[src/rtl/assert_macros.svh]
// Assertion macros for the lighting mode controller.
// The including module must provide clk and arst_n.
`ifndef ASSERT_MACROS_SVH
`define ASSERT_MACROS_SVH

// The expression must hold at every clock edge while out of reset.
`define LMC_ASSERT_ALWAYS(lbl, expr, msg) \
	lbl: assert property (@(posedge clk) disable iff (!arst_n) (expr)) \
		else $error(msg);

// The consequent must hold in the same cycle as the antecedent.
`define LMC_ASSERT_IMPLY(lbl, ante, cons, msg) \
	lbl: assert property (@(posedge clk) disable iff (!arst_n) (ante) |-> (cons)) \
		else $error(msg);

// The consequent must hold in the cycle after the antecedent.
`define LMC_ASSERT_NEXT(lbl, ante, cons, msg) \
	lbl: assert property (@(posedge clk) disable iff (!arst_n) (ante) |=> (cons)) \
		else $error(msg);

`endif

[src/rtl/lmc_pkg.sv]
// Shared types and constants for the lighting mode controller.
// Used by lmc_core and lighting_mode_controller; no dependencies.
package lmc_pkg;

	localparam int unsigned LightW = 10;
	localparam int unsigned LimitW = 8;
	localparam int unsigned ModeW = 2;

	localparam logic [LightW-1:0] LightThresholdRst = LightW'(400);
	localparam logic [LimitW-1:0] IrEdgeLimitRst = LimitW'(15);

	localparam int unsigned InDataW = 16;
	localparam int unsigned OutDataW = 8;
	localparam int unsigned AddrW = 3;

	// Register indexes on the configuration port (word address).
	typedef enum logic {
		REG_LIGHT_THRESHOLD = 1'b0,
		REG_IR_EDGE_LIMIT = 1'b1
	} reg_idx_t;

	// Infrared mode cycle positions.
	localparam logic [ModeW-1:0] ModeNextOn = 2'd0;
	localparam logic [ModeW-1:0] ModeNextOff = 2'd1;
	localparam logic [ModeW-1:0] ModeNextAuto = 2'd2;

	typedef struct packed {
		logic [LightW-1:0] light_threshold;
		logic [LimitW-1:0] ir_edge_limit;
	} cfg_t;

	typedef struct packed {
		logic mains_sensed;
		logic off_pressed;
		logic on_pressed;
		logic manual_pressed;
		logic ir_line_high;
		logic motion_high;
		logic [LightW-1:0] light_level;
	} poll_t;

	typedef struct packed {
		logic [ModeW-1:0] remote_mode;
		logic mains_indicator;
		logic manual_active;
		logic lamp_on;
	} result_t;

endpackage

[src/rtl/lmc_core.sv]
// Lamp control state and its next-state logic for one sensor poll.
// Depends on lmc_pkg.
module lmc_core (
	input  logic           clk,
	input  logic           arst_n,
	input  logic           step,
	input  lmc_pkg::cfg_t  cfg,
	input  lmc_pkg::poll_t poll,
	output lmc_pkg::result_t result
);

	logic                        ir_prev_high_q;
	logic [lmc_pkg::LimitW-1:0]  ir_edge_count_q;
	logic [lmc_pkg::ModeW-1:0]   ir_mode_q;
	logic                        motion_prev_q;
	logic                        manual_mode_q;
	logic                        manual_released_q;
	logic                        on_released_q;
	logic                        off_released_q;
	logic                        lamp_state_q;

	logic [lmc_pkg::LimitW:0]    count_inc;
	logic                        ir_fall;
	logic                        ir_fire;
	logic [lmc_pkg::LimitW-1:0]  count_d;
	logic [lmc_pkg::ModeW-1:0]   mode_d;
	logic                        man_a, lamp_a;
	logic                        man_b, lamp_b;
	logic                        man_d, lamp_d;
	logic                        on_rel_d, off_rel_d;

	always_comb begin
		count_inc = {1'b0, ir_edge_count_q} + 1'b1;
		ir_fall = !poll.ir_line_high && ir_prev_high_q;
		ir_fire = ir_fall && (count_inc > {1'b0, cfg.ir_edge_limit});

		// Infrared mode cycle.
		count_d = ir_edge_count_q;
		mode_d = ir_mode_q;
		man_a = manual_mode_q;
		lamp_a = lamp_state_q;
		if (ir_fire) begin
			count_d = '0;
			case (ir_mode_q)
				lmc_pkg::ModeNextOn: begin
					man_a = 1'b1;
					lamp_a = 1'b1;
					mode_d = lmc_pkg::ModeNextOff;
				end
				lmc_pkg::ModeNextOff: begin
					man_a = 1'b1;
					lamp_a = 1'b0;
					mode_d = lmc_pkg::ModeNextAuto;
				end
				default: begin
					man_a = 1'b0;
					mode_d = lmc_pkg::ModeNextOn;
				end
			endcase
		end else if (ir_fall) begin
			count_d = count_inc[lmc_pkg::LimitW-1:0];
		end

		// Motion edges.
		man_b = man_a;
		lamp_b = lamp_a;
		if (poll.motion_high && !motion_prev_q) begin
			if (poll.light_level > cfg.light_threshold && !man_a) begin
				man_b = 1'b1;
				lamp_b = 1'b1;
			end
		end else if (!poll.motion_high && motion_prev_q && man_a) begin
			man_b = 1'b0;
			lamp_b = 1'b0;
		end

		// Manual button toggles on its press edge.
		man_d = man_b ^ (poll.manual_pressed && manual_released_q);

		lamp_d = lamp_b;
		on_rel_d = on_released_q;
		off_rel_d = off_released_q;
		if (!man_d) begin
			lamp_d = !poll.mains_sensed;
		end else begin
			if (poll.on_pressed && on_released_q) begin
				lamp_d = 1'b1;
			end
			on_rel_d = !poll.on_pressed;
			// The off edge applies after the on edge, so off wins a tie.
			if (poll.off_pressed && off_released_q) begin
				lamp_d = 1'b0;
			end
			off_rel_d = !poll.off_pressed;
		end

		result.lamp_on = lamp_d;
		result.manual_active = man_d;
		result.mains_indicator = poll.mains_sensed;
		result.remote_mode = mode_d;
	end

	always_ff @(posedge clk or negedge arst_n) begin
		if (!arst_n) begin
			ir_prev_high_q <= 1'b0;
			ir_edge_count_q <= '0;
			ir_mode_q <= lmc_pkg::ModeNextOn;
			motion_prev_q <= 1'b0;
			manual_mode_q <= 1'b0;
			manual_released_q <= 1'b1;
			on_released_q <= 1'b1;
			off_released_q <= 1'b1;
			lamp_state_q <= 1'b0;
		end else if (step) begin
			ir_prev_high_q <= poll.ir_line_high;
			ir_edge_count_q <= count_d;
			ir_mode_q <= mode_d;
			motion_prev_q <= poll.motion_high;
			manual_mode_q <= man_d;
			manual_released_q <= !poll.manual_pressed;
			on_released_q <= on_rel_d;
			off_released_q <= off_rel_d;
			lamp_state_q <= lamp_d;
		end
	end

endmodule

[src/rtl/lighting_mode_controller.sv]
// Top level of the lighting mode controller: stream ports, input stage,
// result register, configuration registers and assertions.
// Depends on lmc_pkg, lmc_core and assert_macros.svh.
//
//   Channel   Group                       Direction  Payload
//   poll      s_tvalid/s_tready/s_tdata   in         16-bit sensor poll
//   result    m_tvalid/m_tready/m_tdata   out        8-bit lamp status
//   config    psel/penable/pwrite/...     in/out     two registers on 32-bit bus
//
// A poll is registered, evaluated combinationally against the state and lands
// in the result register, one transaction per cycle while results are taken.
// The input stage and the result register each hold one item, so a stalled
// consumer lets two polls in before s_tready drops. Reset clears all
// control state and loads the register defaults; no clearing pass follows.
module lighting_mode_controller (
	input  logic                          clk,
	input  logic                          arst_n,
	input  logic                          s_tvalid,
	output logic                          s_tready,
	// [9:0] light_level, [10] motion_high, [11] ir_line_high,
	// [12] manual_pressed, [13] on_pressed, [14] off_pressed, [15] mains_sensed
	input  logic [lmc_pkg::InDataW-1:0]   s_tdata,
	output logic                          m_tvalid,
	input  logic                          m_tready,
	// [0] lamp_on, [1] manual_active, [2] mains_indicator, [4:3] remote_mode,
	// [7:5] zero
	output logic [lmc_pkg::OutDataW-1:0]  m_tdata,
	input  logic                          psel,
	input  logic                          penable,
	input  logic                          pwrite,
	input  logic [lmc_pkg::AddrW-1:0]     paddr,
	input  logic [31:0]                   pwdata,
	output logic [31:0]                   prdata,
	output logic                          pready
);

	lmc_pkg::cfg_t     cfg_q;
	lmc_pkg::poll_t    poll_s1;
	logic              valid_s1;
	lmc_pkg::result_t  result;
	lmc_pkg::result_t  result_q;
	logic              out_valid_q;
	logic              advance;
	logic              step;
	lmc_pkg::reg_idx_t reg_sel;

	assign pready = 1'b1;
	assign reg_sel = lmc_pkg::reg_idx_t'(paddr[2]);

	always_ff @(posedge clk or negedge arst_n) begin
		if (!arst_n) begin
			cfg_q.light_threshold <= lmc_pkg::LightThresholdRst;
			cfg_q.ir_edge_limit <= lmc_pkg::IrEdgeLimitRst;
		end else if (psel && penable && pwrite) begin
			unique case (reg_sel)
				lmc_pkg::REG_LIGHT_THRESHOLD:
					cfg_q.light_threshold <= pwdata[lmc_pkg::LightW-1:0];
				lmc_pkg::REG_IR_EDGE_LIMIT:
					cfg_q.ir_edge_limit <= pwdata[lmc_pkg::LimitW-1:0];
				default: ;
			endcase
		end
	end

	always_comb begin
		unique case (reg_sel)
			lmc_pkg::REG_LIGHT_THRESHOLD:
				prdata = 32'(cfg_q.light_threshold);
			lmc_pkg::REG_IR_EDGE_LIMIT:
				prdata = 32'(cfg_q.ir_edge_limit);
			default: prdata = '0;
		endcase
	end

	// The input stage moves on whenever the result register is free or drains.
	assign advance = !out_valid_q || m_tready;
	assign s_tready = !valid_s1 || advance;
	assign step = valid_s1 && advance;

	always_ff @(posedge clk or negedge arst_n) begin
		if (!arst_n) begin
			valid_s1 <= 1'b0;
			out_valid_q <= 1'b0;
		end else begin
			if (s_tready) begin
				valid_s1 <= s_tvalid;
			end
			if (advance) begin
				out_valid_q <= valid_s1;
			end
		end
	end

	always_ff @(posedge clk) begin
		if (s_tvalid && s_tready) begin
			poll_s1 <= lmc_pkg::poll_t'(s_tdata);
		end
		if (step) begin
			result_q <= result;
		end
	end

	lmc_core u_core (
		.clk    (clk),
		.arst_n (arst_n),
		.step   (step),
		.cfg    (cfg_q),
		.poll   (poll_s1),
		.result (result)
	);

	assign m_tvalid = out_valid_q;
	assign m_tdata = lmc_pkg::OutDataW'(result_q);

`include "assert_macros.svh"

	`LMC_ASSERT_IMPLY(a_mode_range, m_tvalid, m_tdata[4:3] != 2'd3, "remote_mode out of range")
	`LMC_ASSERT_IMPLY(a_auto_lamp, m_tvalid && !m_tdata[1], m_tdata[0] == !m_tdata[2], "auto lamp mismatch")
	`LMC_ASSERT_IMPLY(a_ready_empty, !m_tvalid, s_tready, "input stalled with empty output")
	`LMC_ASSERT_NEXT(a_step_fills, step, m_tvalid, "evaluated poll did not reach output")

endmodule
[config.mk]
export PLATFORM = sky130hd
export DESIGN_NAME = lighting_mode_controller
export DESIGN_NICKNAME = d
export VERILOG_FILES = /design/src/rtl/lmc_pkg.sv /design/src/rtl/lmc_core.sv /design/src/rtl/lighting_mode_controller.sv
export VERILOG_INCLUDE_DIRS = /design/src /design/src/rtl
export SDC_FILE = /design/constraint.sdc
export NUM_CORES = 1
export LEC_CHECK = 0
export BUFFER_PORTS_ARGS = -buffer_cell sky130_fd_sc_hd__buf_2
export CAP_MARGIN = 10
export CELL_PAD_IN_SITES_DETAIL_PLACEMENT = 1
export CELL_PAD_IN_SITES_GLOBAL_PLACEMENT = 1
export CORE_MARGIN = 5
export CORE_UTILIZATION = 41
export CTS_BUF_LIST = sky130_fd_sc_hd__clkbuf_2
export DETAILED_ROUTE_END_ITERATION = 16
export PLACE_DENSITY = 0.83
export REMOVE_ABC_BUFFERS = 1
export SYNTH_ARGS = -nofsm -noshare
export SYNTH_HDL_FRONTEND = slang
export SYNTH_HIERARCHICAL = 1
export SYNTH_SLANG_ARGS = --single-unit
[constraint.sdc]
create_clock -name clk -period 4.3 [get_ports clk]
set_input_delay 0.645 -clock clk [delete_from_list [all_inputs] [get_ports clk]]
set_output_delay 0.645 -clock clk [all_outputs]
set_load 0.02 [all_outputs]
==> results of run 1 <==
==> cell families after synthesis <==
| family | Yosys count | share of synthesized area |
|---|---|---|
| multiplexers | 34 | 0.1293 |
| AND/OR/NAND/NOR | 65 | 0.1103 |
| AO/OA/AOI/OAI | 40 | 0.08039 |
| other | 2 | 0.002331 |
| flip-flops | 58 | 0.4870 |
| XOR/XNOR | 6 | 0.01631 |
| buffers and inverters | 55 | 0.1006 |
| adder cells (fa/ha/maj) | 19 | 0.07379 |
==> registers in the layout, indices dropped and copies added, names as in the netlist, 2 cells and up <==
name                    flops
cfg_q                      18
poll_s1                    16
u_core/ir_edge_count_q      8
m_tdata                     5
u_core/ir_mode_q            2
==> cell type report <==
cell class	instances	area [sq um]	area share
sequential	58	1569	0.4378
multi-input combinational	190	1419	0.3959
timing repair buffer	51	257.7	0.07193
tap	102	127.6	0.03561
clock inverter	6	81.33	0.02270
inverter	21	78.83	0.02200
clock buffer	10	50.05	0.01397
==> path summary, 6_finish.rpt <==
kind / cells past startpoint / endpoint / slack [ns]
setup / recovery: 14 / u_core/off_released_q$_DFFE_PN1P_ / 0.67
hold / removal: 1 / u_core/ir_prev_high_q$_DFFE_PN0P_ / 0.23
setup reg to reg: 14 / u_core/off_released_q$_DFFE_PN1P_ / 0.67
hold reg to reg: 1 / u_core/on_released_q$_DFFE_PN1P_ / 0.42
max in group asynchronous: 1 / cfg_q[11]$_DFFE_PN0P_ / 3.53
min in group clk: 1 / poll_s1[11]$_DFFE_PP_ / 0.31
==> synth_stat cells (2+ instances only) <==
cell and number:
nor2_1 5, mux2i_1 3, nand4_1 2, clkbuf_1 3
buf_4 29, ha_1 19, xnor2_1 5, o21bai_1 3
conb_1 2, dfstp_2 10, o31ai_1 2, nand2_1 23
o21ai_0 9, or2_2 2, nand2b_1 7, a21oi_1 11
edfxtp_1 21, mux2_4 10, nand3_1 7, dfrtp_1 27
inv_1 21, nor3_1 2, and2_1 2, mux2_2 21
a21o_1 5, nor2b_1 5
==> worst max-delay path: cells and delay by family (launching register included) <==
| kind | cells | cell delay [ns] |
|---|---|---|
| flip-flops | 1 | 0.48 |
| AO/OA/AOI/OAI | 6 | 1.38 |
| AND/OR/NAND/NOR | 4 | 0.83 |
| adder cells (fa/ha/maj) | 1 | 0.31 |
| multiplexers | 1 | 0.24 |
| buffers and inverters | 1 | 0.18 |
| XOR/XNOR | 1 | 0.15 |
==> per-stage QoR <==
| step | setup slack [ns] | hold WS, ns |
|---|---|---|
| after detailed placement | 0.6976 | 0.4157 |
| after floorplan | 1.099 | 0.3494 |
| after global routing | 0.3730 | 0.2392 |
| after CTS | 0.6858 | 0.2232 |
| final | 0.6724 | 0.2289 |
| after global placement | 0.8108 | 0.4065 |
==> layer usage <==
layer  routed length, um  part of all wire  up-vias
met4                 114             0.016        0
li1                    -                 -     1020
met2                3785              0.53       77
met5                   0                 0        -
met3                 398             0.056       11
met1                2850              0.40     1068
==> where the power goes <==
part | switching (mW) | leakage, nW | total, mW | internal, mW
Sequential | 0.0958 | 0.644 | 0.803 | 0.707
Combinational | 0.318 | 0.981 | 0.567 | 0.249
Clock | 0.211 | 0.0793 | 0.402 | 0.191
Total | 0.625 | 1.70 | 1.77 | 1.15
==> out/results.ini, run 1 <==
[outcome]
outcome = completed

[worst_setup_path]
r2r_start = u_core/ir_edge_count_q[0]$_DFFE_PN0P_
cpPeakStageDelay_ns = 0.48
path_max_fanout = 13
crit_start = u_core/ir_edge_count_q[0]$_DFFE_PN0P_
startpoint_type = flop
crit_required_ns = 4.73
cp.arrival_ns = 4.06
crit_chain = and3_1, nand3_1, or2_2, xnor2_1, ha_1, nand3_1, o21bai_1, a21oi_1, o21ai_2, buf_4, a221o_1, a21oi_1, o21ai_1, mux2i_1
path_class = reg -> reg
end_kind = flop
crit_slowest_cell = dfrtp_1

[synthesis]
synth-edff-count = 21
post-synth-top-area-fraction = 0.2097
yosysWarningCount = 6
synthCells = 279
yosys_most_used_dff = dfrtp_1
ys_async_sr_fraction = 0.6379
ys_types = 49
ys_top_cells_by_area = dfrtp_1 21%, edfxtp_1 20%, dfstp_2 8.2%, ha_1 7.4%, mux2_2 7.3%
yosys.area.top_type = dfrtp_1
ys_seq_elements = 58
synthesis.area_sq_um = 3222
synth_seq_area_share = 0.4870
synth.avg_cell_area_sq_um = 11.55

[cts]
cts_sinks = 58
clk_path_buf_depth = 2
cts-root-buf = clkbuf_2
cts_hold_buffers = 0
cts_buffers = 9
post_cts_resize_count = 0
post-cts-setup-buffer-count = 0
cts_tree = done
clkLatencyLatePin_ns = 0.51
clk_pin_slew_worst_paths_ns = 0.18
htree_num_levels = 3

[grt]
use_met1 = 0.1715
grt_max_degree = 38
grt_pass1_vias = 2397
grt-busiest-layer = met2
use_met3 = 0.04671
grt_pass1_wl_mm = 11.83
grt_use_total = 0.1562
grt_overflow = 0
use_met2 = 0.2829
antenna_found_initial = 0

[pwr]
ir_drop_mv = 0.2582
power_mw = 1.771
leakage_nw = 1.704
power_density_nw_per_um2 = 494.3

[detailed_routing]
first_pass_iters = 4
ant_nets = 0
vias_per_cell = 4.968
drc = 0
first_iter_violations = 79
routed_wirelength_mm = 7.149
vias = 2176
wl_per_cell_um = 16.32

[placement]
dp_hpwl_mm = 5.493
dp.cells = 422
io_buffers = 50
place_area_sq_um = 3452
gp_congestion = 0.7738

[sta]
finalCriticalPeriod_ns = 3.628
rsz0062_at_grt = no
timing.fmax_mhz = 275.7
period_share = 0.8436
drv_slew = 0
finalClockSkew_ns = 0.02491
setup_tns_ns = 0
worstMarginPinSlew_ns = 0.8637
finalSetupViolCount = 0
maxSlewHeadroom = 0.4211
hold_viol = 0

[layout]
layout_common_cells = 50 x buf_2, 27 x dfrtp_1, 26 x conb_1
fin_area_sq_um = 3583
diodes = 0
syn2layout_area_growth_pct = 11.22
final_nets = 408
layout_commonest_cell = buf_2
drive_above_1_share = 0.3452
fin_cells = 438
utilization = 0.4661
num-fill-cells = 896

[floorplanning]
core_sq_um = 7687
die_h_um = 98.65
rows = 32
die_area_sq_um = 9731
die_x_um = 98.65
num_io_pins = 101
start_util = 0.4191

[worst_hold_path]
holdCritPathClass = in -> async

[job]
max_cap_viol_count = 0

(Power assumes the default switching activity.)
==> run 2: changes to the inputs <==
--- a/config.mk
+++ b/config.mk
@@ -6,12 +6,13 @@
 export SDC_FILE = /design/constraint.sdc
 export NUM_CORES = 1
 export LEC_CHECK = 0
+export ABC_AREA = 1
 export BUFFER_PORTS_ARGS = -buffer_cell sky130_fd_sc_hd__buf_2
 export CAP_MARGIN = 10
 export CELL_PAD_IN_SITES_DETAIL_PLACEMENT = 1
 export CELL_PAD_IN_SITES_GLOBAL_PLACEMENT = 1
 export CORE_MARGIN = 5
-export CORE_UTILIZATION = 41
+export CORE_UTILIZATION = 39
 export CTS_BUF_LIST = sky130_fd_sc_hd__clkbuf_2
 export DETAILED_ROUTE_END_ITERATION = 16
 export PLACE_DENSITY = 0.83
==> constraint.sdc (replaced) <==
create_clock -name clk -period 3.4 [get_ports clk]
set_input_delay 0.51 -clock clk [delete_from_list [all_inputs] [get_ports clk]]
set_output_delay 0.51 -clock clk [all_outputs]
set_load 0.02 [all_outputs]
==> run 2 against run 1 <==
Worst hold slack got worse by 0.11 ns. Die area grew 8.1%. Via count up 18%. Register-to-register slack got worse by 0.16 ns. Clock skew decreased by 0.0058 ns. Wire length rose by 1.7%. Clock-buffer cell count fell by 1. Final area rose by 3.0%. First-iteration DRC count rose by 3.8%. Largest cell class unchanged.
==> out/results.ini, run 2 <==
[worst_setup_path]
crit_slowest_cell = dfrtp_1
crit_cells = 20
crit_required_ns = 3.65
startpoint_type = flop
crit_chain = nand3_1, nor2_1, inv_1, nor2_1, inv_1, o21ai_0, inv_1, ha_1, nand2_1, nor2_1, nand2_1, nor2_2, nor2_4, nand2_4, nand2_4, nand3_2, nand2_2, nand2_2, nand3_1, and2_4
path_class = reg -> reg
cp.arrival_ns = 3.14
end_kind = flop
r2r_cells = 20
r2r_start = u_core/ir_edge_count_q[0]$_DFFE_PN0P_
r2r_end = m_tdata[0]$_DFFE_PP_
cpLargestDelayFamily = simple AND/OR/NAND/NOR gates
path_max_fanout = 9
endpoint = m_tdata[0]$_DFFE_PP_
crit_buf_inv = 3
cpPeakStageDelay_ns = 0.45
timing.reg2reg.setup_slack_ns = 0.51
crit_start = u_core/ir_edge_count_q[0]$_DFFE_PN0P_

[synthesis]
ys_async_sr_fraction = 0.6379
yosysWarningCount = 6
yosys.area_share.simple = 0.2610
ys_top_cells_by_area = dfrtp_1 20%, edfxtp_1 19%, nand2_1 14%, dfstp_2 7.9%, ha_1 7.1%
synth_compound_area_frac = 0.04607
synth.avg_cell_area_sq_um = 8.479
ys_types = 30
synthCells = 394
synth_most_common_cell = nand2_1
synthesis.area_sq_um = 3341
yosys.area.top_type = dfrtp_1
synth_seq_area_share = 0.4697
synth-edff-count = 21
synth.cells.most_frequent = 126 x nand2_1, 56 x inv_1, 31 x buf_4
post-synth-top-area-fraction = 0.2022
synthMuxAreaShare = 0
synth_top_family_by_area = simple AND/OR/NAND/NOR gates
synthAdderAreaFrac = 0.07116
synth-xor-area-share = 0.007865
ys_seq_elements = 58
yosys_most_used_dff = dfrtp_1

[layout]
final_nets = 523
largest-register = cfg_q
drive_above_1_share = 0.2173
largest_register_ffs = 18
fin_area_sq_um = 3692
largestRegisters = cfg_q: 18 flops, poll_s1: 16 flops, u_core/ir_edge_count_q: 8 flops
diodes = 0
fin_cells = 556
syn2layout_area_growth_pct = 10.52
layout_commonest_cell = nand2_1
layout_common_cells = 126 x nand2_1, 56 x inv_1, 50 x buf_2

[detailed_routing]
routed_wirelength_mm = 7.268
vias = 2562
wl_per_cell_um = 13.07
first_iter_violations = 82
first_pass_iters = 4
drc = 0
vias_per_cell = 4.608
ant_nets = 0

[floorplanning]
die_area_sq_um = 10520
die_h_um = 102.6
start_util = 0.4025
core_sq_um = 8299
rows = 33
num_io_pins = 101
die_x_um = 102.6

[worst_hold_path]
holdCritPathClass = in -> async

[sta]
drv_slew = 0
rsz0062_at_grt = no
timing.fmax_mhz = 346.4
finalClockSkew_ns = 0.01908
setup_tns_ns = 0
finalCriticalPeriod_ns = 2.887
hold_ws_ns = 0.1238
worstMarginPinSlew_ns = 0.8446
finalSetupViolCount = 0
period_share = 0.8490
hold_viol = 0
maxSlewHeadroom = 0.4370

[cts]
cts_tree = done
htree_num_levels = 3
clkLatencyLatePin_ns = 0.46
clk_path_buf_depth = 2
post_cts_resize_count = 0
cts_buffers = 9
clk_pin_slew_worst_paths_ns = 0.17
cts-root-buf = clkbuf_2
cts_sinks = 58
cts_hold_buffers = 0
post-cts-setup-buffer-count = 0

[placement]
dp.cells = 540
io_buffers = 50
gp_congestion = 0.7740
dp_hpwl_mm = 5.727
place_area_sq_um = 3563

[grt]
antenna_found_initial = 0
grt_pass1_vias = 2700
grt_overflow = 0
grt_pass1_wl_mm = 12.32
grt_use_total = 0.1497
grt_max_degree = 38

[pwr]
ir_drop_mv = 0.2741
power_mw = 2.177
power_density_nw_per_um2 = 589.5
leakage_nw = 1.988

[outcome]
outcome = completed

[job]
max_cap_viol_count = 0

[run 2: power by group]
part           total [mW]  switching (mW)  internal [mW]
registers           0.971          0.0866          0.884
logic               0.712           0.460          0.251
clock network       0.494           0.258          0.235
total                2.18           0.805           1.37
[run 2: cells by family (layout without fill, tap and decap cells)]
logic type / Yosys count / count (layout)
other cells: 2 / 26
simple gates: 193 / 193
compound gates: 27 / 27
buf+inv: 92 / 125
flops: 58 / 58
fa+ha+maj: 19 / 19
xor+xnor: 3 / 3
[run 2: metal layers]
layer	share of wire	GRT usage
met5	0	0
met4	0.011	0.05045
met3	0.047	0.03857
met2	0.51	0.2597
met1	0.43	0.1805
[run 2: per-stage QoR]
stage	utilization	setup WS, ns
2_1_floorplan	-	0.8312
3_3_place_gp	0.4294	0.5593
3_5_place_dp	0.4294	0.4816
4_1_cts	0.4449	0.4576
5_1_grt	0.4449	0.2030
6_report	0.4449	0.5135
[run 2: worst min path at each step]
stage / slack (ns) / endpoint / startpoint / cells after the start
final: 0.12 / u_core/ir_mode_q[0]$_DFFE_PN0P_ / arst_n / 1
after global routing: 0.12 / u_core/ir_mode_q[0]$_DFFE_PN0P_ / arst_n / 1
after detailed placement: 0.44 / u_core/off_released_q$_DFFE_PN1P_ / poll_s1[14]$_DFFE_PP_ / 1
after global placement: 0.42 / u_core/on_released_q$_DFFE_PN1P_ / poll_s1[13]$_DFFE_PP_ / 1
after floorplan: 0.21 / cfg_q[10]$_DFFE_PN0P_ / arst_n / 0
after CTS: 0.1 / u_core/ir_edge_count_q[7]$_DFFE_PN0P_ / arst_n / 1
[run 2: layout make-up]
| cell class | instances | area, sq um |
|---|---|---|
| Fill cell | 1017 | 4607 |
| Sequential cell | 58 | 1569 |
| Multi-Input combinational cell | 268 | 1388 |
| Timing Repair Buffer | 51 | 257.7 |
| Inverter | 58 | 217.7 |
| Tap cell | 105 | 131.4 |
| Clock inverter | 7 | 83.83 |
| Clock buffer | 9 | 45.04 |
